File: config.mk
export PLATFORM = sky130hd
export DESIGN_NAME = token_ring_station_top
export DESIGN_NICKNAME = d
export VERILOG_FILES = /design/src/rtl/trs_pkg.sv /design/src/rtl/trs_ram.sv /design/src/rtl/trs_front.sv /design/src/rtl/trs_cmd_queue.sv /design/src/rtl/trs_back.sv /design/src/rtl/token_ring_station_top.sv
export SDC_FILE = /design/constraint.sdc
export NUM_CORES = 1
export LEC_CHECK = 0
export CORE_AREA = 4 4 218 326
export CTS_CLUSTER_SIZE = 25
export DETAILED_ROUTE_END_ITERATION = 10
export DIE_AREA = 0 0 222 330
export DONT_BUFFER_PORTS = 1
export MAX_ROUTING_LAYER = met4
export PLACE_DENSITY = 0.68
export RECOVER_POWER = 50
export SLEW_MARGIN = 40
export SYNTH_ARGS = -nofsm -noshare
export SYNTH_HDL_FRONTEND = slang
export SYNTH_SLANG_ARGS = --single-unit
File: constraint.sdc
create_clock -name clk -period 6.6 [get_ports clk]
set_clock_uncertainty 0.15 [all_clocks]
set_input_delay 0.33 -clock clk [delete_from_list [all_inputs] [get_ports clk]]
set_output_delay 0.33 -clock clk [all_outputs]
set_load 0.02 [all_outputs]
File: src/rtl/trs_pkg.sv
// trs_pkg: shared types and constants of the token ring station.
// Used by every module of the block except trs_ram; depends on nothing.
package trs_pkg;

	localparam int MAX_PAYLOAD = 32;
	localparam int COUNT_WIDTH = 16;
	localparam int PAY_AW      = $clog2(MAX_PAYLOAD);
	localparam int LEN_W       = 6;
	localparam int CNT_W       = 9;
	localparam int POS_W       = $clog2(MAX_PAYLOAD + 8);
	localparam int CQ_DEPTH    = 2;
	localparam int OUT_DEPTH   = 4;

	typedef enum logic [1:0] {
		KIND_RING,
		KIND_LOAD,
		KIND_SUBMIT,
		KIND_TOKEN
	} kind_t;

	typedef enum logic [2:0] {
		PH_FLAG,
		PH_TOKEN,
		PH_DEST,
		PH_SRC,
		PH_LEN,
		PH_DATA,
		PH_DROP
	} phase_t;

	typedef enum logic [1:0] {
		JOB_NONE,
		JOB_BYTE,
		JOB_TOKEN,
		JOB_FRAME
	} job_t;

	typedef enum logic {
		BK_IDLE,
		BK_RUN
	} bk_state_t;

	typedef struct packed {
		job_t                   job;
		logic [7:0]             flag;
		logic [7:0]             dest;
		logic [7:0]             addr;
		logic [LEN_W-1:0]       len;
		logic [COUNT_WIDTH-1:0] sent;
		logic [COUNT_WIDTH-1:0] recv;
		logic                   pend;
	} cmd_t;

	typedef struct packed {
		logic [7:0]             out_byte;
		logic                   last;
		logic [COUNT_WIDTH-1:0] sent;
		logic [COUNT_WIDTH-1:0] recv;
		logic                   pend;
	} res_t;

endpackage

File: src/rtl/trs_ram.sv
// trs_ram: generic single-write, single-read RAM with registered read data.
// No dependencies.
module trs_ram #(
	parameter int WIDTH = 8,
	parameter int DEPTH = 32
) (
	input  logic                     clk,
	input  logic                     we,
	input  logic [$clog2(DEPTH)-1:0] waddr,
	input  logic [WIDTH-1:0]         wdata,
	input  logic                     re,
	input  logic [$clog2(DEPTH)-1:0] raddr,
	output logic [WIDTH-1:0]         rdata
);

	logic [WIDTH-1:0] mem_q [DEPTH];

	always_ff @(posedge clk) begin
		if (we) begin
			mem_q[waddr] <= wdata;
		end
		if (re) begin
			rdata <= mem_q[raddr];
		end
	end

endmodule

File: src/rtl/trs_front.sv
// trs_front: accepts input words, runs the ring receive parser and message state,
// writes payload bytes and issues emit commands. Depends on trs_pkg.
module trs_front import trs_pkg::*; (
	input  logic              clk,
	input  logic              arst_n,
	input  logic              cfg_write,
	input  logic [7:0]        cfg_data,
	input  logic              push,
	input  logic [1:0]        kind,
	input  logic [7:0]        value,
	input  logic [4:0]        index,
	input  logic [7:0]        dest,
	input  logic [5:0]        length,
	output logic              full,
	input  logic              busy,
	input  logic              cq_full,
	output logic              cmd_push,
	output cmd_t              cmd,
	output logic              ram_we,
	output logic [PAY_AW-1:0] ram_waddr,
	output logic [7:0]        ram_wdata
);

	phase_t                 phase_q, phase_n;
	logic [CNT_W-1:0]       cnt_q, cnt_n, cnt_dec;
	logic [7:0]             held_q, held_n;
	logic                   pend_q, pend_n;
	logic [7:0]             pdest_q, pdest_n;
	logic [LEN_W-1:0]       plen_q, plen_n;
	logic [COUNT_WIDTH-1:0] sent_q, sent_n;
	logic [COUNT_WIDTH-1:0] recv_q, recv_n;
	logic [7:0]             station_q;
	logic                   accept;
	job_t                   job;
	logic [7:0]             jbyte;

	assign full   = cq_full | ((kind_t'(kind) == KIND_LOAD) & busy);
	assign accept = push & ~full;
	assign cnt_dec = cnt_q - CNT_W'(1);

	always_comb begin
		phase_n = phase_q;
		cnt_n   = cnt_q;
		held_n  = held_q;
		pend_n  = pend_q;
		pdest_n = pdest_q;
		plen_n  = plen_q;
		sent_n  = sent_q;
		recv_n  = recv_q;
		job     = JOB_NONE;
		jbyte   = value;
		ram_we  = 1'b0;
		case (kind_t'(kind))
			KIND_RING: begin
				case (phase_q)
					PH_FLAG: begin
						if (value != 8'd0) begin
							held_n  = value;
							cnt_n   = CNT_W'(3);
							phase_n = PH_TOKEN;
						end else begin
							job     = JOB_BYTE;
							phase_n = PH_DEST;
						end
					end
					PH_TOKEN: begin
						cnt_n = cnt_dec;
						jbyte = held_q;
						if (cnt_dec == '0) begin
							if (pend_q) begin
								job     = JOB_FRAME;
								cnt_n   = CNT_W'(plen_q) + CNT_W'(4);
								phase_n = PH_DROP;
								sent_n  = sent_q + COUNT_WIDTH'(1);
								pend_n  = 1'b0;
							end else begin
								job     = JOB_TOKEN;
								phase_n = PH_FLAG;
							end
						end
					end
					PH_DEST: begin
						if (value == station_q) begin
							recv_n = recv_q + COUNT_WIDTH'(1);
						end
						job     = JOB_BYTE;
						phase_n = PH_SRC;
					end
					PH_SRC: begin
						job     = JOB_BYTE;
						phase_n = PH_LEN;
					end
					PH_LEN: begin
						job     = JOB_BYTE;
						cnt_n   = CNT_W'(value);
						phase_n = (value == 8'd0) ? PH_FLAG : PH_DATA;
					end
					PH_DATA: begin
						job   = JOB_BYTE;
						cnt_n = cnt_dec;
						if (cnt_dec == '0) begin
							phase_n = PH_FLAG;
						end
					end
					PH_DROP: begin
						cnt_n = cnt_dec;
						if (cnt_dec == '0) begin
							phase_n = PH_FLAG;
						end
					end
					default: begin
						phase_n = PH_FLAG;
					end
				endcase
			end
			KIND_LOAD: begin
				ram_we = accept & (LEN_W'(index) < LEN_W'(MAX_PAYLOAD));
			end
			KIND_SUBMIT: begin
				if (!pend_q) begin
					pend_n  = 1'b1;
					pdest_n = dest;
					plen_n  = (length > LEN_W'(MAX_PAYLOAD)) ? LEN_W'(MAX_PAYLOAD) : length;
				end
			end
			KIND_TOKEN: begin
				job   = JOB_TOKEN;
				jbyte = 8'd1;
			end
			default: begin
				job = JOB_NONE;
			end
		endcase
	end

	assign ram_waddr = PAY_AW'(index);
	assign ram_wdata = value;

	assign cmd_push  = accept & (job != JOB_NONE);
	assign cmd.job   = job;
	assign cmd.flag  = jbyte;
	assign cmd.dest  = pdest_q;
	assign cmd.addr  = station_q;
	assign cmd.len   = plen_q;
	assign cmd.sent  = sent_n;
	assign cmd.recv  = recv_n;
	assign cmd.pend  = pend_n;

	always_ff @(posedge clk or negedge arst_n) begin
		if (!arst_n) begin
			phase_q   <= PH_FLAG;
			cnt_q     <= '0;
			held_q    <= '0;
			pend_q    <= 1'b0;
			pdest_q   <= '0;
			plen_q    <= '0;
			sent_q    <= '0;
			recv_q    <= '0;
			station_q <= '0;
		end else begin
			if (cfg_write) begin
				station_q <= cfg_data;
			end
			if (accept) begin
				phase_q <= phase_n;
				cnt_q   <= cnt_n;
				held_q  <= held_n;
				pend_q  <= pend_n;
				pdest_q <= pdest_n;
				plen_q  <= plen_n;
				sent_q  <= sent_n;
				recv_q  <= recv_n;
			end
		end
	end

endmodule

File: src/rtl/trs_cmd_queue.sv
// trs_cmd_queue: short FIFO of emit commands between front and back.
// Depends on trs_pkg.
module trs_cmd_queue import trs_pkg::*; (
	input  logic clk,
	input  logic arst_n,
	input  logic wr,
	input  cmd_t wdata,
	output logic full,
	input  logic rd,
	output logic valid,
	output cmd_t head
);

	localparam int AW = (CQ_DEPTH > 1) ? $clog2(CQ_DEPTH) : 1;
	localparam int CW = $clog2(CQ_DEPTH + 1);

	cmd_t          ent_q [CQ_DEPTH];
	logic [AW-1:0] wptr_q, rptr_q;
	logic [CW-1:0] count_q;

	assign full  = (count_q == CW'(CQ_DEPTH));
	assign valid = (count_q != '0);
	assign head  = ent_q[rptr_q];

	always_ff @(posedge clk) begin
		if (wr) begin
			ent_q[wptr_q] <= wdata;
		end
	end

	always_ff @(posedge clk or negedge arst_n) begin
		if (!arst_n) begin
			wptr_q  <= '0;
			rptr_q  <= '0;
			count_q <= '0;
		end else begin
			if (wr) begin
				wptr_q <= (wptr_q == AW'(CQ_DEPTH - 1)) ? '0 : wptr_q + AW'(1);
			end
			if (rd) begin
				rptr_q <= (rptr_q == AW'(CQ_DEPTH - 1)) ? '0 : rptr_q + AW'(1);
			end
			count_q <= count_q + CW'(wr) - CW'(rd);
		end
	end

endmodule

File: src/rtl/trs_back.sv
// trs_back: expands emit commands into ring bytes, reads payload from the RAM,
// and holds results in an output FIFO. Depends on trs_pkg.
module trs_back import trs_pkg::*; (
	input  logic              clk,
	input  logic              arst_n,
	input  logic              cq_valid,
	input  cmd_t              cq_head,
	output logic              cq_pop,
	output logic              ram_re,
	output logic [PAY_AW-1:0] ram_raddr,
	input  logic [7:0]        ram_rdata,
	output logic              running,
	input  logic              pop,
	output logic              empty,
	output res_t              res
);

	localparam int FAW = $clog2(OUT_DEPTH);
	localparam int FCW = $clog2(OUT_DEPTH + 1);

	bk_state_t        state_q, state_n;
	cmd_t             cmd_q;
	logic [POS_W-1:0] pos_q, pos_n;
	logic [POS_W-1:0] total, hdr_end, tok_pos;
	logic [7:0]       sel_byte;
	logic             sel_pay;
	logic             room, issue, last_iss, load;

	logic             valid_s1;
	logic [7:0]       byte_s1;
	logic             pay_s1;
	logic             last_s1;
	cmd_t             cmd_s1;

	res_t             fifo_q [OUT_DEPTH];
	logic [FAW-1:0]   fwp_q, frp_q;
	logic [FCW-1:0]   fcnt_q;
	logic             fpop;
	res_t             fin;

	assign hdr_end = POS_W'(cmd_q.len) + POS_W'(4);
	assign tok_pos = pos_q - hdr_end;

	always_comb begin
		sel_pay = 1'b0;
		case (cmd_q.job)
			JOB_FRAME: begin
				total = POS_W'(cmd_q.len) + POS_W'(8);
				if (pos_q == POS_W'(0)) begin
					sel_byte = 8'd0;
				end else if (pos_q == POS_W'(1)) begin
					sel_byte = cmd_q.dest;
				end else if (pos_q == POS_W'(2)) begin
					sel_byte = cmd_q.addr;
				end else if (pos_q == POS_W'(3)) begin
					sel_byte = 8'(cmd_q.len);
				end else if (pos_q < hdr_end) begin
					sel_byte = 8'd0;
					sel_pay  = 1'b1;
				end else begin
					sel_byte = (tok_pos == '0) ? cmd_q.flag : 8'd0;
				end
			end
			JOB_TOKEN: begin
				total    = POS_W'(4);
				sel_byte = (pos_q == '0) ? cmd_q.flag : 8'd0;
			end
			default: begin
				total    = POS_W'(1);
				sel_byte = cmd_q.flag;
			end
		endcase
	end

	assign room      = (fcnt_q + FCW'(valid_s1)) < FCW'(OUT_DEPTH);
	assign ram_raddr = PAY_AW'(pos_q - POS_W'(4));
	assign ram_re    = issue & sel_pay;
	assign running   = (state_q == BK_RUN);

	always_comb begin
		state_n  = state_q;
		pos_n    = pos_q;
		issue    = 1'b0;
		last_iss = 1'b0;
		load     = 1'b0;
		case (state_q)
			BK_IDLE: begin
				if (cq_valid) begin
					load    = 1'b1;
					state_n = BK_RUN;
				end
			end
			BK_RUN: begin
				if (room) begin
					issue = 1'b1;
					pos_n = pos_q + POS_W'(1);
					if (pos_q == total - POS_W'(1)) begin
						last_iss = 1'b1;
						load     = cq_valid;
						state_n  = cq_valid ? BK_RUN : BK_IDLE;
					end
				end
			end
			default: begin
				state_n = BK_IDLE;
			end
		endcase
		if (load) begin
			pos_n = '0;
		end
	end

	assign cq_pop = load;

	always_ff @(posedge clk or negedge arst_n) begin
		if (!arst_n) begin
			state_q  <= BK_IDLE;
			pos_q    <= '0;
			valid_s1 <= 1'b0;
		end else begin
			state_q  <= state_n;
			pos_q    <= pos_n;
			valid_s1 <= issue;
		end
	end

	always_ff @(posedge clk) begin
		if (load) begin
			cmd_q <= cq_head;
		end
		if (issue) begin
			byte_s1 <= sel_byte;
			pay_s1  <= sel_pay;
			last_s1 <= last_iss;
			cmd_s1  <= cmd_q;
		end
	end

	assign fin.out_byte = pay_s1 ? ram_rdata : byte_s1;
	assign fin.last     = last_s1;
	assign fin.sent     = cmd_s1.sent;
	assign fin.recv     = cmd_s1.recv;
	assign fin.pend     = cmd_s1.pend;

	assign empty = (fcnt_q == '0);
	assign fpop  = pop & ~empty;
	assign res   = fifo_q[frp_q];

	always_ff @(posedge clk) begin
		if (valid_s1) begin
			fifo_q[fwp_q] <= fin;
		end
	end

	always_ff @(posedge clk or negedge arst_n) begin
		if (!arst_n) begin
			fwp_q  <= '0;
			frp_q  <= '0;
			fcnt_q <= '0;
		end else begin
			if (valid_s1) begin
				fwp_q <= (fwp_q == FAW'(OUT_DEPTH - 1)) ? '0 : fwp_q + FAW'(1);
			end
			if (fpop) begin
				frp_q <= (frp_q == FAW'(OUT_DEPTH - 1)) ? '0 : frp_q + FAW'(1);
			end
			fcnt_q <= fcnt_q + FCW'(valid_s1) - FCW'(fpop);
		end
	end

endmodule

File: src/rtl/token_ring_station_top.sv
// Token ring station: front parser, command queue, payload RAM, byte emitter.
// Commands pass the command queue, emitter's command register and stage 1 to the output FIFO.
// Throughput: ring bytes 1 word per cycle unless full; a frame is length+8 emitted bytes.
// Payload loads wait while any emit command is queued or running (shared payload RAM).
// Reset: arst_n clears parser, counters, pending message and queues; payload RAM is not cleared.
module token_ring_station_top import trs_pkg::*; (
	input  logic                   clk,
	input  logic                   arst_n,
	input  logic                   cfg_write,
	input  logic [7:0]             cfg_data,
	input  logic                   push,
	output logic                   full,
	input  logic [1:0]             kind,
	input  logic [7:0]             value,
	input  logic [4:0]             index,
	input  logic [7:0]             dest,
	input  logic [5:0]             length,
	output logic                   empty,
	input  logic                   pop,
	output logic [7:0]             out_byte,
	output logic                   last,
	output logic [COUNT_WIDTH-1:0] sent_count,
	output logic [COUNT_WIDTH-1:0] received_count,
	output logic                   message_pending
);

	logic              cmd_push, cq_full, cq_valid, cq_pop, running, busy;
	cmd_t              cmd, cq_head;
	logic              ram_we, ram_re;
	logic [PAY_AW-1:0] ram_waddr, ram_raddr;
	logic [7:0]        ram_wdata, ram_rdata;
	res_t              res;

	assign busy = running | cq_valid;

	trs_front u_front (
		.clk       (clk),
		.arst_n    (arst_n),
		.cfg_write (cfg_write),
		.cfg_data  (cfg_data),
		.push      (push),
		.kind      (kind),
		.value     (value),
		.index     (index),
		.dest      (dest),
		.length    (length),
		.full      (full),
		.busy      (busy),
		.cq_full   (cq_full),
		.cmd_push  (cmd_push),
		.cmd       (cmd),
		.ram_we    (ram_we),
		.ram_waddr (ram_waddr),
		.ram_wdata (ram_wdata)
	);

	trs_cmd_queue u_cq (
		.clk    (clk),
		.arst_n (arst_n),
		.wr     (cmd_push),
		.wdata  (cmd),
		.full   (cq_full),
		.rd     (cq_pop),
		.valid  (cq_valid),
		.head   (cq_head)
	);

	trs_ram #(
		.WIDTH (8),
		.DEPTH (MAX_PAYLOAD)
	) u_ram (
		.clk   (clk),
		.we    (ram_we),
		.waddr (ram_waddr),
		.wdata (ram_wdata),
		.re    (ram_re),
		.raddr (ram_raddr),
		.rdata (ram_rdata)
	);

	trs_back u_back (
		.clk       (clk),
		.arst_n    (arst_n),
		.cq_valid  (cq_valid),
		.cq_head   (cq_head),
		.cq_pop    (cq_pop),
		.ram_re    (ram_re),
		.ram_raddr (ram_raddr),
		.ram_rdata (ram_rdata),
		.running   (running),
		.pop       (pop),
		.empty     (empty),
		.res       (res)
	);

	assign out_byte        = res.out_byte;
	assign last            = res.last;
	assign sent_count      = res.sent;
	assign received_count  = res.recv;
	assign message_pending = res.pend;

endmodule

# Yosys cells after proc, flatten, opt, wreduce, memory -nomap -nowiden
# Memory sizes are Yosys's and may differ from the RTL's. A register that Yosys moved wholly into a read port is not among the register bits.
# Cells that the tools add are included.
dict set report word_totals {
  register_bits 137
  ram_bits 554
  input_bits 42
  output_inout_bits 44
  elab_cells 170
  n_memories 3
}
dict set report op_classes {
  addsub 18
  order_cmp 3
  n_eq_ne 22
  mux 68
  n_bitwise 11
  reduce_logical 21
}
# name words width read_ports rd_ports_with_merged_regs wr line_no
set memory_table {}
lappend memory_table {u_ram.mem_q 32 8 1 1 1 trs_ram.sv:16} ;# logic [WIDTH-1:0] mem_q [DEPTH];
lappend memory_table {u_back.fifo_q 4 42 1 0 1 trs_back.sv:35} ;# res_t fifo_q [OUT_DEPTH];
lappend memory_table {u_cq.ent_q 2 65 1 1 1 trs_cmd_queue.sv:17} ;# cmd_t ent_q [CQ_DEPTH];
# operator n
set ops {}
lappend ops {{2-to-1 mux 16 bit} 7}
lappend ops {{2-to-1 mux 8 bit} 9}
lappend ops {{case mux 9 bit (4 select lines)} 1}
lappend ops {{adder 16 x 1 -> 16 bit (second input constant)} 2}
lappend ops {{case mux 8 bit (2 select lines)} 2}
lappend ops {{2-to-1 mux 1 bit} 27}
lappend ops {{2-to-1 mux 9 bit} 3}
lappend ops {{2-to-1 mux 6 bit} 4}
lappend ops {{case mux 3 bit (6 select lines)} 1}
lappend ops {{== test 2 bit (second input constant)} 7}
lappend ops {{== test 6 x 2 -> 1 bit (second input constant)} 2}
lappend ops {{zero test 6 bit} 2}
lappend ops {{2-to-1 mux 3 bit} 4}
lappend ops {{case mux 6 bit (2 select lines)} 1}
lappend ops {{AND reduction 4 bit} 3}
lappend ops {{== test 3 bit (second input constant)} 3}
lappend ops {{zero test 9 bit} 1}
lappend ops {{subtractor 9 x 1 -> 9 bit (second input constant)} 1}
lappend ops {{== test 8 bit} 1}
lappend ops {{zero test 8 bit} 1}
lappend ops {{2-to-1 mux 2 bit} 4}
lappend ops {{nonzero test 2 bit} 4}
lappend ops {{nonzero test 8 bit} 1}
lappend ops {{adder 6 x 3 -> 7 bit (second input constant)} 1}
lappend ops {{other kinds (34)} 51}

# Longest topological paths before layout
dict set report depth {
  word_depth 10
  ltp_mapped 15
  mapped_depth_nobuf 13
}

# Hierarchy
# Synthesis repeated with hierarchy kept, for this count alone.
dict set report hier_totals {
  hier_cells 1676
  hier_area_um2 31077.3
}
# module instances cells_each area_each_um2 seq_area_each_um2
set modules_own_cells {}
lappend modules_own_cells {trs_back 1 567 11234.5 8663.3}
lappend modules_own_cells {trs_ram 1 417 10133.5 7927.6}
lappend modules_own_cells {trs_cmd_queue 1 217 5051.1 4003.8}
lappend modules_own_cells {trs_front 1 474 4652.0 1876.8}
lappend modules_own_cells {token_ring_station_top 1 1 6.3 0.0}

# Worst setup path before layout
# No wires, ideal clock.
dict set report synth_path {
  kind {register to register}
  start {reg u_back.pos_q[0]}
  end {reg u_cq.count_q[1]}
  setup_ns 0.080
  arrival_ns 6.413
  required_ns 6.370
  path_slack_ns -0.043
  path_stages_with_launch 14
  n_path_buf 3
  period_less_slack_ns 6.643
  cell_sequence {dfrtp_1 clkbuf_1 buf_2 buf_1 xnor2_1 nand3_1 nor2_1 nand4_1 a21oi_1 ha_1 inv_1 ha_1 xnor2_1 xnor2_1}
}
dict set report synth_via {
  elab_chain_len 5
}
# item line_no
set synth_lines {}
lappend synth_lines {{from (decl)} trs_back.sv:23} ;# logic [POS_W-1:0] pos_q, pos_n;
lappend synth_lines {{from (signal assigned)} trs_back.sv:122} ;# pos_q <= pos_n;
lappend synth_lines {{== test 6 bit} trs_back.sv:97} ;# if (pos_q == total - POS_W'(1)) begin
lappend synth_lines {{2-to-1 mux 1 bit} trs_back.sv:97}
lappend synth_lines {{2-to-1 mux 1 bit} trs_back.sv:94} ;# if (room) begin
lappend synth_lines {{case mux 1 bit (2 select lines)} trs_back.sv:86} ;# case (state_q)
lappend synth_lines {{subtractor 2 x 1 -> 2 bit} trs_cmd_queue.sv:43} ;# count_q <= count_q + CW'(wr) - CW'(rd);
lappend synth_lines {{to (signal assigned)} trs_cmd_queue.sv:43}
lappend synth_lines {{to (decl)} trs_cmd_queue.sv:19} ;# logic [CW-1:0] count_q;
# Every way passes these cells.
# A chain may end at the register's enable or synchronous reset.

# Worst setup path in the final report
dict set report layout_path {
  start {reg u_front.cnt_q[0]}
  end {mem u_cq.ent_q[1][5] (netlist bit) (enable)}
}
dict set report layout_via {
  elab_chain_len 9
}
# item line_no
set layout_lines {}
lappend layout_lines {{from (decl)} trs_front.sv:25} ;# logic [CNT_W-1:0] cnt_q, cnt_n, cnt_dec;
lappend layout_lines {{from (signal assigned)} trs_front.sv:166} ;# cnt_q <= cnt_n;
lappend layout_lines {{subtractor 9 x 1 -> 9 bit} trs_front.sv:39} ;# assign cnt_dec = cnt_q - CNT_W'(1);
lappend layout_lines {{zero test 9 bit} trs_front.sv:69} ;# if (cnt_dec == '0) begin
lappend layout_lines {{2-to-1 mux 2 bit} trs_front.sv:69}
lappend layout_lines {{case mux 2 bit (3 select lines)} trs_front.sv:55} ;# case (phase_q)
lappend layout_lines {{case mux 2 bit (2 select lines)} trs_front.sv:53} ;# case (kind_t'(kind))
lappend layout_lines {{nonzero test 2 bit} trs_front.sv:139} ;# assign cmd_push = accept & (job != JOB_NONE);
lappend layout_lines {{bitwise AND 1 bit} trs_front.sv:139}
lappend layout_lines {{2-to-1 mux 1 bit} trs_cmd_queue.sv:26} ;# if (wr) begin
lappend layout_lines {{2-to-1 mux 1 bit (not written as such)} trs_cmd_queue.sv:27} ;# ent_q[wptr_q] <= wdata;
lappend layout_lines {{to (decl)} trs_cmd_queue.sv:17}
# Every way passes these cells.

==> metrics <==
Routed WL per cell 22.6 microns; synth-to-layout area growth 13.0%; Hold Crit Depth 4; CTS tree built; area fraction in compound gates after synthesis 0.0247; Root Driver clkbuf_16; failing checks max-capacitance violations, max-slew violations; total power density per cell area 429 nW/um^2; dominant cell type by area after synthesis edfxtp_1; Routed WL 61.6 mm; # resized after CTS 0; fraction of the mapped netlist area in simple logic gates 0.0568; async set-reset flop share out of synthesis 0.123; most frequent cells in the layout edfxtp_1 (670), nand2_1 (129), mux4_2 (122), dfrtp_1 (90), nor2_1 (87); row cnt 117; post-synthesis mux area share 0.128; worst r2r src u_front.cnt_q[0]; Ports 86; Hold Path Class in -> reg; Post-route DRC 0; Final Cycle Share 0.697; DR pass1 iterations 5; post-synth top area share 0.659; commonest non-fill, non-tap cell in the layout edfxtp_1; register area 22500 sq um; RSZ-0062 raised after global routing no; maximum clock rate 218 MHz; Final Non-Filler Cells 2724; Setup crit start kind flop; top post-synthesis cells by area edfxtp_1 (66%), mux4_2 (9.0%), dfrtp_1 (7.7%); worst-case clock buffer depth 3; total die area 73300 sq um; reg-to-reg endpoint u_cq.ent_q[1][5]; Vias 14888; Placer Congestion 0.837; Synth warnings 0; Psw 4.41 mW; # fillers 5384; H-tree levels 3; #FFs+latches synth 764; Main synth FF type edfxtp_1; final hold vios 0; hold endpoint u_front.cnt_q[1]; Clock power frac 0.283; Overall Global Routing Usage 0.174; total grt overflow 0; antenna viol nets, final 0; Hold-fix buffers, CTS 50; EDFF count, synth 670; internal power 10.4 mW; Final WS setup 2.00 ns; r2r worst-path depth 11; Post-Syn Nets 1778; max-slew violation count 445; TritonCTS Buffers 70; XOR/XNOR Fraction of Synth Area 0.0273; Starting DRT DRC Count 1205; sequential share of the synthesized area 0.736; leakage 11.7 nW; switching portion of total power 0.298; Final Critical Period 4.60 ns; # setup viols final 0; largest net degree at the start of global routing 95; clk sinks 764; Worst setup EP type flop; Mapped Avg Cell Area 18.0 sq um; vias in the first global route 15691; HPWL after detailed placement 39.1 mm; postcts setup bufs 0; IO Port Bufs 0; Slew HR -0.750; worst path required time 6.72 ns; Via density 5.47; critical path class reg -> reg; Core ar. 67900 sq um; antenna violations before repair 1; Synth cell types 61; first-pass GRT wire length 94.9 mm; chip width 222 microns; area of the mapped netlist 30500 sq um; Mapped Cells 1700; Initial Utilization 0.449; R2R setup slack 2.00 ns; post-place setup slack 2.07 ns; Comb pwr share 0.243; Max Cap Viol 12; setup_tns 0 ns; main combinational cell family by area after synthesis multiplexers; Die H 330 microns; worst-margin pin slew 2.62 ns; hold path startpoint value[1]; Worst-Skew Late Latency 0.60 ns; Seq pwr share 0.474; share of layout cells above drive strength 1 0.195; clk slew on worst S/H paths 0.06 ns; post-synthesis adder-cell area fraction 0.0148; CP max FO 19; placed cell count 2544; Peak VDD IR 0.266 mV; Multi-input gate area 7720 sq um; crit path DAT 4.72 ns; # nets final 1854; run status finished with violations
[cells in the mapped netlist, types with 7 or more instances]
library cell / n
mux4_2: 122
nand3_1: 29
nand2_1: 129
mux2_2: 101
ha_1: 36
nor3_1: 20
nand4_1: 9
and2_1: 10
xnor2_1: 54
buf_1: 15
edfxtp_1: 670
xor2_1: 41
nor2_1: 95
inv_1: 31
nand2b_1: 7
a21oi_1: 24
nand3b_1: 9
a21o_1: 9
clkbuf_1: 47
and3_1: 11
dfrtp_1: 94
o21ai_0: 40
a22o_1: 7
nor2b_1: 8
[layer usage]
layer | up-vias | global-route usage | wire length [microns]
met4 | 0 | 0.0750 | 2820
met2 | 413 | 0.304 | 32600
met5 | - | - | 0
met1 | 7617 | 0.200 | 23200
met3 | 125 | 0.0307 | 2880
li1 | 6733 | - | -
[worst max-delay path by stage]
stage                     slack, ns           endpoint  cells past startpoint              from
after global routing           1.74   u_cq.ent_q[1][5]                     11  u_front.cnt_q[0]
after detailed placement       2.07   u_cq.ent_q[1][6]                     10  u_front.cnt_q[0]
after CTS                      2.06   u_cq.ent_q[1][5]                     10  u_front.cnt_q[0]
after floorplan                0.76   u_cq.ent_q[1][0]                     10  u_front.cnt_q[0]
final                          2.00   u_cq.ent_q[1][5]                     11  u_front.cnt_q[0]
after global placement         1.95  u_cq.ent_q[1][61]                      9  u_front.cnt_q[0]
[area by class of cell]
type,count,area share
flip-flops and latches,764,0.652
multi-input cells,838,0.224
clock buffers,87,0.0572
well taps,892,0.0323
repair buffers,71,0.0191
clock inverters,39,0.0125
inverters,31,0.00337
diodes,2,0.000145
[cell families after synthesis]
group / Yosys count
DFF: 764
muxes: 224
and+or+nand+nor: 364
buffers and inverters: 98
AOI/OAI and AO/OA: 119
adders and majority gates: 36
xor gates and xnor gates: 95
[metrics by stage]
step / hold slack, ns / utilization / instance area (sq um) / power, mW
2_1_floorplan: -0.116 / - / 30500 / 9.58
3_3_place_gp: -0.108 / 0.464 / 31500 / 10.6
3_5_place_dp: -0.108 / 0.465 / 31600 / 10.7
4_1_cts: 0.0184 / 0.510 / 34600 / 15.0
5_1_grt: 0.0560 / 0.508 / 34500 / 15.5
6_report: 0.0658 / 0.508 / 34500 / 14.8
[sequential cells by signal, summed over array words and instances (netlist names), 9 cells and up]
name            count
u_back.cmd_q       65
u_back.cmd_s1      33
u_back.fifo_q     168
u_cq.ent_q        130
u_front.cnt_q       9
u_front.recv_q     16
u_front.sent_q     16
u_ram.mem_q       256
[power by group through the flow]
stage               Combinational, mW  Clock [mW]  Sequential, mW
floorplan                        2.85           0            6.73
global placement                 3.48           0            7.08
detailed placement               3.54           0            7.15
CTS                              3.65        4.28            7.06
global route                     3.90        4.48            7.12
finish                           3.59        4.20            7.01
[critical path, stage by stage (launching register included)]
cell and delay, ns:
dfrtp_1 0.41, inv_1 0.12, ha_1 0.32, o41ai_1 0.38, nand4_1 0.18, or4b_1 0.85, o21ai_0 0.39, a32oi_1 0.28
clkbuf_2 0.24, nor2b_4 0.44, buf_16 0.22, buf_4 0.26
(Power assumes the default switching activity.)
